--- config.mk ---
export PLATFORM = sky130hd
export DESIGN_NAME = heap_sort_engine
export DESIGN_NICKNAME = d
export VERILOG_FILES = /design/src/sv/hsort_pkg.sv /design/src/sv/hsort_unit.sv /design/src/sv/heap_sort_engine.sv
export SDC_FILE = /design/constraint.sdc
export NUM_CORES = 2
export LEC_CHECK = 0
export ABC_AREA = 1
export BUFFER_PORTS_ARGS = -buffer_cell sky130_fd_sc_hd__buf_2
export CAP_MARGIN = 30
export CORE_MARGIN = 2
export CORE_UTILIZATION = 25
export DETAILED_ROUTE_END_ITERATION = 6
export PLACE_DENSITY = 0.37
export SKIP_LAST_GASP = 1
export SYNTH_ARGS = -nofsm -noshare
export SYNTH_HDL_FRONTEND = slang
export SYNTH_SLANG_ARGS = --single-unit
--- constraint.sdc ---
create_clock -name i_clk -period 6 [get_ports i_clk]
set_clock_uncertainty 0.05 [all_clocks]
set_input_delay 0.6 -clock i_clk [delete_from_list [all_inputs] [get_ports i_clk]]
set_output_delay 0.6 -clock i_clk [all_outputs]
set_load 0.02 [all_outputs]
--- src/sv/hsort_pkg.sv ---
// Package for the heap sort engine: word types, sizes and sequencer states.
package hsort_pkg;

    localparam int DATA_W        = 32;
    localparam int MAX_ITEMS_DEF = 64;

    // One input word: an element of the set and the close-of-set mark.
    typedef struct packed {
        logic signed [DATA_W-1:0] value;
        logic                     last;
    } t_in_word;

    // One output word: the next element in ascending order plus marks.
    typedef struct packed {
        logic signed [DATA_W-1:0] sorted_value;
        logic                     last_out;
        logic                     overflow;
    } t_out_word;

    // Status from the shared index/compare unit.
    typedef struct packed {
        logic lc_ok;    // left child lies inside the heap
        logic rc_ok;    // right child lies inside the heap
        logic a_gt_b;   // signed a > b
    } t_unit_flags;

    typedef enum logic [3:0] {
        S_IDLE,
        S_BLD_NEXT,
        S_SD_CUR,
        S_SD_L,
        S_SD_R,
        S_SD_C,
        S_EXT_NEXT,
        S_EXT_RD,
        S_EXT_SWAP,
        S_OUT_RD,
        S_OUT_LD
    } t_state;

endpackage

--- src/sv/hsort_unit.sv ---
// Shared unit: child indices of a heap node and one signed compare.
module hsort_unit #(
    parameter int MAX_ITEMS = hsort_pkg::MAX_ITEMS_DEF
) (
    input  logic [((MAX_ITEMS > 1) ? $clog2(MAX_ITEMS) : 1)-1:0] i_node,
    input  logic [$clog2(MAX_ITEMS + 1)-1:0]                     i_size,
    input  logic signed [hsort_pkg::DATA_W-1:0]                  i_a,
    input  logic signed [hsort_pkg::DATA_W-1:0]                  i_b,
    output logic [((MAX_ITEMS > 1) ? $clog2(MAX_ITEMS) : 1)-1:0] o_lc,
    output logic [((MAX_ITEMS > 1) ? $clog2(MAX_ITEMS) : 1)-1:0] o_rc,
    output hsort_pkg::t_unit_flags                               o_flags
);

    localparam int AW = (MAX_ITEMS > 1) ? $clog2(MAX_ITEMS) : 1;
    localparam int CW = $clog2(MAX_ITEMS + 1);
    localparam int IW = CW + 1;   // holds 2*node + 2

    logic [IW-1:0] lc_w;
    logic [IW-1:0] rc_w;
    logic [IW-1:0] size_w;

    assign lc_w   = (IW'(i_node) << 1) + IW'(1);
    assign rc_w   = (IW'(i_node) << 1) + IW'(2);
    assign size_w = IW'(i_size);

    // index only meaningful when the matching _ok flag is set
    assign o_lc = lc_w[AW-1:0];
    assign o_rc = rc_w[AW-1:0];

    assign o_flags.lc_ok  = (lc_w < size_w);
    assign o_flags.rc_ok  = (rc_w < size_w);
    assign o_flags.a_gt_b = (i_a > i_b);

endmodule

--- src/sv/heap_sort_engine.sv ---
// Heap sort engine top level: element store, sort sequencer and output register.
//
//  channel | valid   | stall   | payload                                | dir
//  --------+---------+---------+----------------------------------------+-----
//  input   | i_valid | o_stall | i_data  (value, last)                  | in
//  output  | o_valid | i_stall | o_data  (sorted_value, last_out, ovf)  | out
//
// Words load one per cycle while o_stall is low; words past MAX_ITEMS are dropped
// and flag overflow on the whole set. The word marked last closes the set; o_stall
// stays high until its final result is in the output register. Each sift-down level
// reads the left child, reads the right child, then compares and writes; each result
// is read from the store, then loaded into the output register. Reset clears count,
// dropped mark, state and output valid; i_stall holds the output register and S_OUT_RD.

module heap_sort_engine #(
    parameter int MAX_ITEMS = hsort_pkg::MAX_ITEMS_DEF
) (
    input  logic                 i_clk,
    input  logic                 i_rst_n,
    input  logic                 i_valid,
    output logic                 o_stall,
    input  hsort_pkg::t_in_word  i_data,
    output logic                 o_valid,
    input  logic                 i_stall,
    output hsort_pkg::t_out_word o_data
);

    localparam int AW = (MAX_ITEMS > 1) ? $clog2(MAX_ITEMS) : 1;
    localparam int CW = $clog2(MAX_ITEMS + 1);
    localparam int DW = hsort_pkg::DATA_W;

    // element store, registered read
    logic signed [DW-1:0] mem [MAX_ITEMS];
    logic signed [DW-1:0] r_rdata;
    logic                 mem_we;
    logic [AW-1:0]        mem_wa;
    logic signed [DW-1:0] mem_wd;
    logic [AW-1:0]        mem_ra;

    hsort_pkg::t_state r_state, n_state;

    logic [CW-1:0]        r_count,   n_count;    // words held in this set
    logic                 r_dropped, n_dropped;
    logic [CW-1:0]        r_n,       n_n;        // size of the closed set
    logic                 r_ovf,     n_ovf;
    logic [CW-1:0]        r_k,       n_k;        // build / extract loop count
    logic                 r_extract, n_extract;  // 1 once in extraction phase
    logic [AW-1:0]        r_node,    n_node;     // hole of the current sift
    logic [CW-1:0]        r_size,    n_size;     // heap size of the current sift
    logic signed [DW-1:0] r_cur,     n_cur;      // value being sifted down
    logic signed [DW-1:0] r_best,    n_best;     // larger of cur and left child
    logic                 r_best_l,  n_best_l;   // best came from the left child
    logic signed [DW-1:0] r_tmp,     n_tmp;      // old root during a swap
    logic [CW-1:0]        r_i,       n_i;        // output index
    hsort_pkg::t_out_word r_out,     n_out;
    logic                 r_oval,    n_oval;

    // shared index / compare unit
    logic [AW-1:0]          lc, rc;
    logic signed [DW-1:0]   cmp_b;
    hsort_pkg::t_unit_flags uf;

    hsort_unit #(
        .MAX_ITEMS (MAX_ITEMS)
    ) u_unit (
        .i_node  (r_node),
        .i_size  (r_size),
        .i_a     (r_rdata),
        .i_b     (cmp_b),
        .o_lc    (lc),
        .o_rc    (rc),
        .o_flags (uf)
    );

    // right-child compare goes against the running best, otherwise against cur
    assign cmp_b = (r_state == hsort_pkg::S_SD_C) ? r_best : r_cur;

    logic          in_acc;
    logic          out_free;   // output register empty next cycle
    logic          full;
    logic [CW-1:0] k_m1;
    logic          take_r;

    assign o_stall  = (r_state != hsort_pkg::S_IDLE);
    assign in_acc   = i_valid && (r_state == hsort_pkg::S_IDLE);
    assign out_free = !r_oval || !i_stall;
    assign full     = (r_count == CW'(MAX_ITEMS));
    assign k_m1     = r_k - CW'(1);
    assign take_r   = uf.rc_ok && uf.a_gt_b;

    assign o_valid = r_oval;
    assign o_data  = r_out;

    // next state
    always_comb begin
        n_state = r_state;
        unique case (r_state)
            hsort_pkg::S_IDLE: begin
                if (in_acc && i_data.last) n_state = hsort_pkg::S_BLD_NEXT;
            end
            hsort_pkg::S_BLD_NEXT: begin
                n_state = (r_k == '0) ? hsort_pkg::S_EXT_NEXT : hsort_pkg::S_SD_CUR;
            end
            hsort_pkg::S_SD_CUR: n_state = hsort_pkg::S_SD_L;
            hsort_pkg::S_SD_L: begin
                if (uf.lc_ok) begin
                    n_state = hsort_pkg::S_SD_R;
                end else begin
                    n_state = r_extract ? hsort_pkg::S_EXT_NEXT : hsort_pkg::S_BLD_NEXT;
                end
            end
            hsort_pkg::S_SD_R: n_state = hsort_pkg::S_SD_C;
            hsort_pkg::S_SD_C: begin
                if (take_r || r_best_l) begin
                    n_state = hsort_pkg::S_SD_L;
                end else begin
                    n_state = r_extract ? hsort_pkg::S_EXT_NEXT : hsort_pkg::S_BLD_NEXT;
                end
            end
            hsort_pkg::S_EXT_NEXT: begin
                n_state = (r_k <= CW'(1)) ? hsort_pkg::S_OUT_RD : hsort_pkg::S_EXT_RD;
            end
            hsort_pkg::S_EXT_RD:   n_state = hsort_pkg::S_EXT_SWAP;
            hsort_pkg::S_EXT_SWAP: n_state = hsort_pkg::S_SD_L;
            hsort_pkg::S_OUT_RD: begin
                if (out_free) n_state = hsort_pkg::S_OUT_LD;
            end
            hsort_pkg::S_OUT_LD: begin
                n_state = (r_i + CW'(1) == r_n) ? hsort_pkg::S_IDLE : hsort_pkg::S_OUT_RD;
            end
            default: n_state = hsort_pkg::S_IDLE;
        endcase
    end

    // datapath and store control
    always_comb begin
        n_count   = r_count;
        n_dropped = r_dropped;
        n_n       = r_n;
        n_ovf     = r_ovf;
        n_k       = r_k;
        n_extract = r_extract;
        n_node    = r_node;
        n_size    = r_size;
        n_cur     = r_cur;
        n_best    = r_best;
        n_best_l  = r_best_l;
        n_tmp     = r_tmp;
        n_i       = r_i;
        n_out     = r_out;
        n_oval    = (r_oval && !i_stall) ? 1'b0 : r_oval;
        mem_we    = 1'b0;
        mem_wa    = r_node;
        mem_wd    = r_cur;
        mem_ra    = lc;

        unique case (r_state)
            hsort_pkg::S_IDLE: begin
                if (in_acc) begin
                    if (!full) begin
                        mem_we  = 1'b1;
                        mem_wa  = r_count[AW-1:0];
                        mem_wd  = i_data.value;
                        n_count = r_count + CW'(1);
                    end else begin
                        n_dropped = 1'b1;
                    end
                    if (i_data.last) begin
                        // set closes: latch its size and overflow mark
                        n_n       = full ? r_count : r_count + CW'(1);
                        n_ovf     = r_dropped || full;
                        n_k       = (full ? r_count : r_count + CW'(1)) >> 1;
                        n_extract = 1'b0;
                        n_count   = '0;
                        n_dropped = 1'b0;
                    end
                end
            end
            hsort_pkg::S_BLD_NEXT: begin
                if (r_k == '0) begin
                    n_extract = 1'b1;
                    n_k       = r_n;
                end else begin
                    mem_ra = k_m1[AW-1:0];
                    n_node = k_m1[AW-1:0];
                    n_size = r_n;
                    n_k    = k_m1;
                end
            end
            hsort_pkg::S_SD_CUR: n_cur = r_rdata;
            hsort_pkg::S_SD_L: begin
                mem_ra = lc;
                if (!uf.lc_ok) begin
                    // leaf reached: drop the value into the hole
                    mem_we = 1'b1;
                end
            end
            hsort_pkg::S_SD_R: begin
                mem_ra   = rc;
                n_best   = uf.a_gt_b ? r_rdata : r_cur;
                n_best_l = uf.a_gt_b;
            end
            hsort_pkg::S_SD_C: begin
                mem_we = 1'b1;
                if (take_r) begin
                    mem_wd = r_rdata;
                    n_node = rc;
                end else if (r_best_l) begin
                    mem_wd = r_best;
                    n_node = lc;
                end
            end
            hsort_pkg::S_EXT_NEXT: begin
                mem_ra = '0;
                n_i    = '0;
            end
            hsort_pkg::S_EXT_RD: begin
                n_tmp  = r_rdata;
                mem_ra = k_m1[AW-1:0];
            end
            hsort_pkg::S_EXT_SWAP: begin
                // old root goes to the end, old end is sifted from the root
                n_cur  = r_rdata;
                mem_we = 1'b1;
                mem_wa = k_m1[AW-1:0];
                mem_wd = r_tmp;
                n_node = '0;
                n_size = k_m1;
                n_k    = k_m1;
            end
            hsort_pkg::S_OUT_RD: begin
                mem_ra = r_i[AW-1:0];
            end
            hsort_pkg::S_OUT_LD: begin
                n_out.sorted_value = r_rdata;
                n_out.last_out     = (r_i + CW'(1) == r_n);
                n_out.overflow     = r_ovf;
                n_oval             = 1'b1;
                n_i                = r_i + CW'(1);
            end
            default: ;
        endcase
    end

    always_ff @(posedge i_clk) begin
        if (mem_we) begin
            mem[mem_wa] <= mem_wd;
        end
        r_rdata <= mem[mem_ra];
    end

    always_ff @(posedge i_clk) begin
        if (!i_rst_n) begin
            r_state   <= hsort_pkg::S_IDLE;
            r_count   <= '0;
            r_dropped <= 1'b0;
            r_oval    <= 1'b0;
        end else begin
            r_state   <= n_state;
            r_count   <= n_count;
            r_dropped <= n_dropped;
            r_oval    <= n_oval;
        end
    end

    always_ff @(posedge i_clk) begin
        r_n      <= n_n;
        r_ovf    <= n_ovf;
        r_k      <= n_k;
        r_extract <= n_extract;
        r_node   <= n_node;
        r_size   <= n_size;
        r_cur    <= n_cur;
        r_best   <= n_best;
        r_best_l <= n_best_l;
        r_tmp    <= n_tmp;
        r_i      <= n_i;
        r_out    <= n_out;
    end

endmodule
==> metrics.txt <==
# TYPE chip_impl_metric gauge
chip_impl_metric{name="hold_viol_final",unit=""} 0
chip_impl_metric{name="die-width",unit="um"} 624
chip_impl_info{name="critPathCaptureType",value="register"} 1
chip_impl_metric{name="portBuffers",unit=""} 72
chip_impl_metric{name="drt_first_pass_iters",unit=""} 6
chip_impl_metric{name="whs_path_depth",unit=""} 4
chip_impl_metric{name="max_slew_margin",unit=""} 0.292
chip_impl_metric{name="netlist-cell-type-count",unit=""} 43
chip_impl_metric{name="tightestPinTransition",unit="ps"} 1060
chip_impl_metric{name="insertion_delay",unit="ps"} 910
chip_impl_info{name="hold_path_end",value="r_count[3]"} 1
chip_impl_metric{name="ir_worst_vdd",unit="uV"} 313
chip_impl_info{name="timing.rr.end",value="mem[18][20]"} 1
chip_impl_info{name="clock_tree.root_cell",value="sky130_fd_sc_hd__clkbuf_16"} 1
chip_impl_metric{name="routedWlPerCell",unit="um"} 28.1
chip_impl_info{name="type_of_the_most_critical_hold_path",value="input pin to register"} 1
chip_impl_info{name="critical_path.cell_chain",value="inv_1, nand2_2, nor2_4, inv_1, o21ai_0, ha_1, nand2_1, nor2_1, nand4_1, nor2_1, nand2_1, nand3_1, nand4_1, buf_12, nand2_1, o211ai_1, nand4_1, buf_4"} 1
chip_impl_info{name="synth_largest_area_cell",value="sky130_fd_sc_hd__edfxtp_1"} 1
chip_impl_metric{name="rows",unit=""} 227
chip_impl_metric{name="critical_path_arrival",unit="ps"} 5290
chip_impl_metric{name="drive_above_1_share",unit=""} 0.0945
chip_impl_metric{name="synth-async-reset-ratio",unit=""} 0
chip_impl_metric{name="grt_remaining_overflow",unit=""} 0
chip_impl_metric{name="path_max_fanout",unit=""} 64
chip_impl_info{name="regToRegStartpoint",value="r_state[3]"} 1
chip_impl_info{name="rsz0062_at_grt",value="no"} 1
chip_impl_metric{name="timing.critical_path.buf_inv",unit=""} 4
chip_impl_metric{name="die_height",unit="um"} 624
chip_impl_info{name="crit_family",value="buffers and inverters"} 1
chip_impl_metric{name="cts_buffer_depth",unit=""} 4
chip_impl_info{name="cp-start-kind",value="register"} 1
chip_impl_metric{name="worst_setup_hold_path_clk_slew",unit="ps"} 60
chip_impl_metric{name="remaining_drc_errors",unit=""} 0
chip_impl_metric{name="yosysWarningCount",unit=""} 0
chip_impl_metric{name="synth.top_cell.area_share",unit=""} 0.692
chip_impl_metric{name="die_area",unit="um^2"} 390000
chip_impl_metric{name="power.density_cell_area",unit="nW/um^2"} 421
chip_impl_metric{name="synth_seq_area_share",unit=""} 0.701
chip_impl_metric{name="count_of_maximum_capacitance_violations",unit=""} 0
chip_impl_metric{name="synth-edff-count",unit=""} 2215
chip_impl_metric{name="gp_congestion",unit=""} 0.854
chip_impl_metric{name="core",unit="um^2"} 383000
chip_impl_metric{name="dp_hpwl",unit="um"} 220000
chip_impl_metric{name="ctsHtreeMaxLevel",unit=""} 5
chip_impl_metric{name="first_iter_violations",unit=""} 7101
chip_impl_metric{name="ant_nets",unit=""} 0
chip_impl_metric{name="drt_total_wl",unit="um"} 392000
chip_impl_metric{name="number_of_buffers_created_by_cts",unit=""} 274
chip_impl_metric{name="vias_per_cell",unit=""} 4.98
chip_impl_metric{name="cts.sinks",unit=""} 2260
chip_impl_info{name="setup.worst_path.class",value="register to register"} 1
chip_impl_metric{name="r2r_setup_slack",unit="ps"} 1180
chip_impl_metric{name="fin_setup_tns",unit="ps"} 0
chip_impl_info{name="synthTopCellsByArea",value="sky130_fd_sc_hd__edfxtp_1, sky130_fd_sc_hd__nand3_1, sky130_fd_sc_hd__nand2_1"} 1
chip_impl_metric{name="area.growth.synth_to_final",unit="%"} 17.1
chip_impl_metric{name="slew_violations",unit=""} 0
chip_impl_info{name="cpMaxStageDelayCell",value="sky130_fd_sc_hd__buf_4"} 1
chip_impl_metric{name="mapped_avg_cell_area",unit="um^2"} 11.1
chip_impl_metric{name="vias",unit=""} 69400
chip_impl_metric{name="post_synth_inst_count",unit=""} 8623
chip_impl_metric{name="top_achievable_clock_speed",unit="MHz"} 207
chip_impl_metric{name="final_net_count",unit=""} 8774
chip_impl_metric{name="initial_core_util",unit=""} 0.251
chip_impl_info{name="main_flop_type_after_synthesis",value="sky130_fd_sc_hd__edfxtp_1"} 1
chip_impl_metric{name="critical_path_rt",unit="ps"} 6470
chip_impl_metric{name="reg2reg_depth",unit=""} 18
chip_impl_metric{name="path_depth",unit=""} 18
chip_impl_metric{name="global_router_s_overall_resource_usage",unit=""} 0.196
chip_impl_metric{name="first_global_vias",unit=""} 66700
chip_impl_info{name="worstHoldStart",value="i_data[0]"} 1
chip_impl_metric{name="cts_resized",unit=""} 0
chip_impl_metric{name="timing.critical_path.slowest_cell_delay",unit="ps"} 750
chip_impl_metric{name="final_core_utilization",unit=""} 0.294
chip_impl_info{name="tritoncts",value="yes"} 1
chip_impl_metric{name="leakage_power",unit="nW"} 40.6
chip_impl_metric{name="synthesis.nets",unit=""} 8710
chip_impl_metric{name="grt_start_max_net_pins",unit=""} 162
chip_impl_metric{name="grt_pass1_wl",unit="um"} 547000
chip_impl_metric{name="ys_ff_latch",unit=""} 2260
chip_impl_metric{name="boundaryPins",unit=""} 73
chip_impl_info{name="outcome",value="completed"} 1
chip_impl_metric{name="hold-worst-slack",unit="ps"} 68.1
chip_impl_metric{name="final-setup-viol-count",unit=""} 0
chip_impl_metric{name="post-route-min-period",unit="ps"} 4820
chip_impl_metric{name="grt_antenna_before_repair",unit=""} 19
chip_impl_metric{name="timing.final.crit_share",unit=""} 0.804
chip_impl_metric{name="netlist_area",unit="um^2"} 96100
[cell usage in the layout, fill, tap and decap left out, types with 70 or more instances in the layout]
master	instances
sky130_fd_sc_hd__inv_1	152
sky130_fd_sc_hd__o21ai_0	153
sky130_fd_sc_hd__a21oi_1	72
sky130_fd_sc_hd__clkbuf_16	281
sky130_fd_sc_hd__clkbuf_1	73
sky130_fd_sc_hd__buf_4	221
sky130_fd_sc_hd__nand2_1	2617
sky130_fd_sc_hd__edfxtp_1	2215
sky130_fd_sc_hd__buf_12	95
sky130_fd_sc_hd__buf_2	72
sky130_fd_sc_hd__nor2_4	70
sky130_fd_sc_hd__nand3_1	2419
[logic make-up after synthesis]
group                    after synthesis  synth area share
AND/OR/NAND/NOR                     5236             0.238
flip-flops                          2260             0.701
buffers and inverters                768            0.0360
AO/OA/AOI/OAI                        291            0.0169
adder cells (fa/ha/maj)               50           0.00651
XOR/XNOR                              18           0.00164
[worst max-delay path by stage]
stage / to / start / slack (ps)
after floorplan: mem[0][0] / r_state[2] / 1270
after global routing: mem[4][3] / r_state[3] / 860
after global placement: mem[60][22] / r_state[3] / 720
after CTS: mem[62][31] / r_state[3] / 1210
after detailed placement: mem[63][31] / r_state[3] / 1280
final: mem[18][20] / r_state[3] / 1180
[synth_stat cells (3+ instances only)]
master	count
sky130_fd_sc_hd__a21o_1	3
sky130_fd_sc_hd__a21oi_1	72
sky130_fd_sc_hd__a221oi_1	7
sky130_fd_sc_hd__buf_1	47
sky130_fd_sc_hd__buf_2	346
sky130_fd_sc_hd__buf_4	36
sky130_fd_sc_hd__clkbuf_1	175
sky130_fd_sc_hd__dfxtp_1	45
sky130_fd_sc_hd__edfxtp_1	2215
sky130_fd_sc_hd__ha_1	50
sky130_fd_sc_hd__inv_1	154
sky130_fd_sc_hd__inv_2	8
sky130_fd_sc_hd__nand2_1	2618
sky130_fd_sc_hd__nand3_1	2419
sky130_fd_sc_hd__nand4_1	49
sky130_fd_sc_hd__nor2_1	133
sky130_fd_sc_hd__nor3_1	4
sky130_fd_sc_hd__o211ai_1	32
sky130_fd_sc_hd__o21ai_0	155
sky130_fd_sc_hd__o21ai_2	3
sky130_fd_sc_hd__or2_2	3
sky130_fd_sc_hd__xnor2_1	6
sky130_fd_sc_hd__xor2_1	12
[per-layer routing]
metal | global-route usage | share of wire | vias up
li1 | - | - | 30800
met1 | 0.285 | 0.46 | 35800
met2 | 0.305 | 0.45 | 2436
met3 | 0.0265 | 0.063 | 430
met4 | 0.0512 | 0.026 | 0
met5 | 0 | 0 | -
[metrics by stage]
stage | setup WS, ps | std cells | area (um^2) | power [mW]
floorplan | 1270 | 8623 | 96100 | 25.7
global placement | 722 | 13400 | 104000 | 31.9
detailed placement | 1280 | 13400 | 104000 | 31.8
CTS | 1210 | 13900 | 113000 | 47.8
global route | 859 | 13900 | 113000 | 49.3
finish | 1180 | 14000 | 113000 | 47.4
[power breakdown]
| group | switching, mW | internal, mW | leakage, nW |
|---|---|---|---|
| clock network | 6.88 | 9.03 | 4.06 |
| logic | 9.40 | 2.62 | 16.2 |
| registers | 0.549 | 18.9 | 20.3 |
| total | 16.8 | 30.6 | 40.6 |
[layout make-up]
type                            instances  area (um^2)
Antenna cell                           17         42.5
Clock buffer                          355         7320
Clock inverter                        130         1030
Fill cell                           39100       270000
Inverter                              163          633
Multi-Input combinational cell       5595        25800
Sequential cell                      2260        67400
Tap cell                             5038         6300
Timing Repair Buffer                  393         4010
[repair_timing]
item / in CTS / in global routing
endpoints found under the hold margin: 3 / 0
hold buffers: 2 / 0
setup buffers: 0 / 0
[worst reg2reg max path: stages (launching register included)]
cell and delay, ps:
sky130_fd_sc_hd__dfxtp_1 350, sky130_fd_sc_hd__inv_1 80, sky130_fd_sc_hd__nand2_2 200, sky130_fd_sc_hd__nor2_4 70, sky130_fd_sc_hd__inv_1 460, sky130_fd_sc_hd__o21ai_0 220, sky130_fd_sc_hd__ha_1 380, sky130_fd_sc_hd__nand2_1 90
sky130_fd_sc_hd__nor2_1 170, sky130_fd_sc_hd__nand4_1 150, sky130_fd_sc_hd__nor2_1 170, sky130_fd_sc_hd__nand2_1 100, sky130_fd_sc_hd__nand3_1 100, sky130_fd_sc_hd__nand4_1 360, sky130_fd_sc_hd__buf_12 340, sky130_fd_sc_hd__nand2_1 100
sky130_fd_sc_hd__o211ai_1 80, sky130_fd_sc_hd__nand4_1 120, sky130_fd_sc_hd__buf_4 750
[registers in the layout, indices dropped and copies added, names as in the netlist, 4 cells and up]
name,cells
r_k,7
r_n,7
r_best,32
r_rdata,32
r_node,6
mem,2048
r_cur,32
r_size,7
r_state,4
r_i,7
r_tmp,32
o_data,34
r_count,7
No activity file was read; power rests on OpenSTA's default activity.
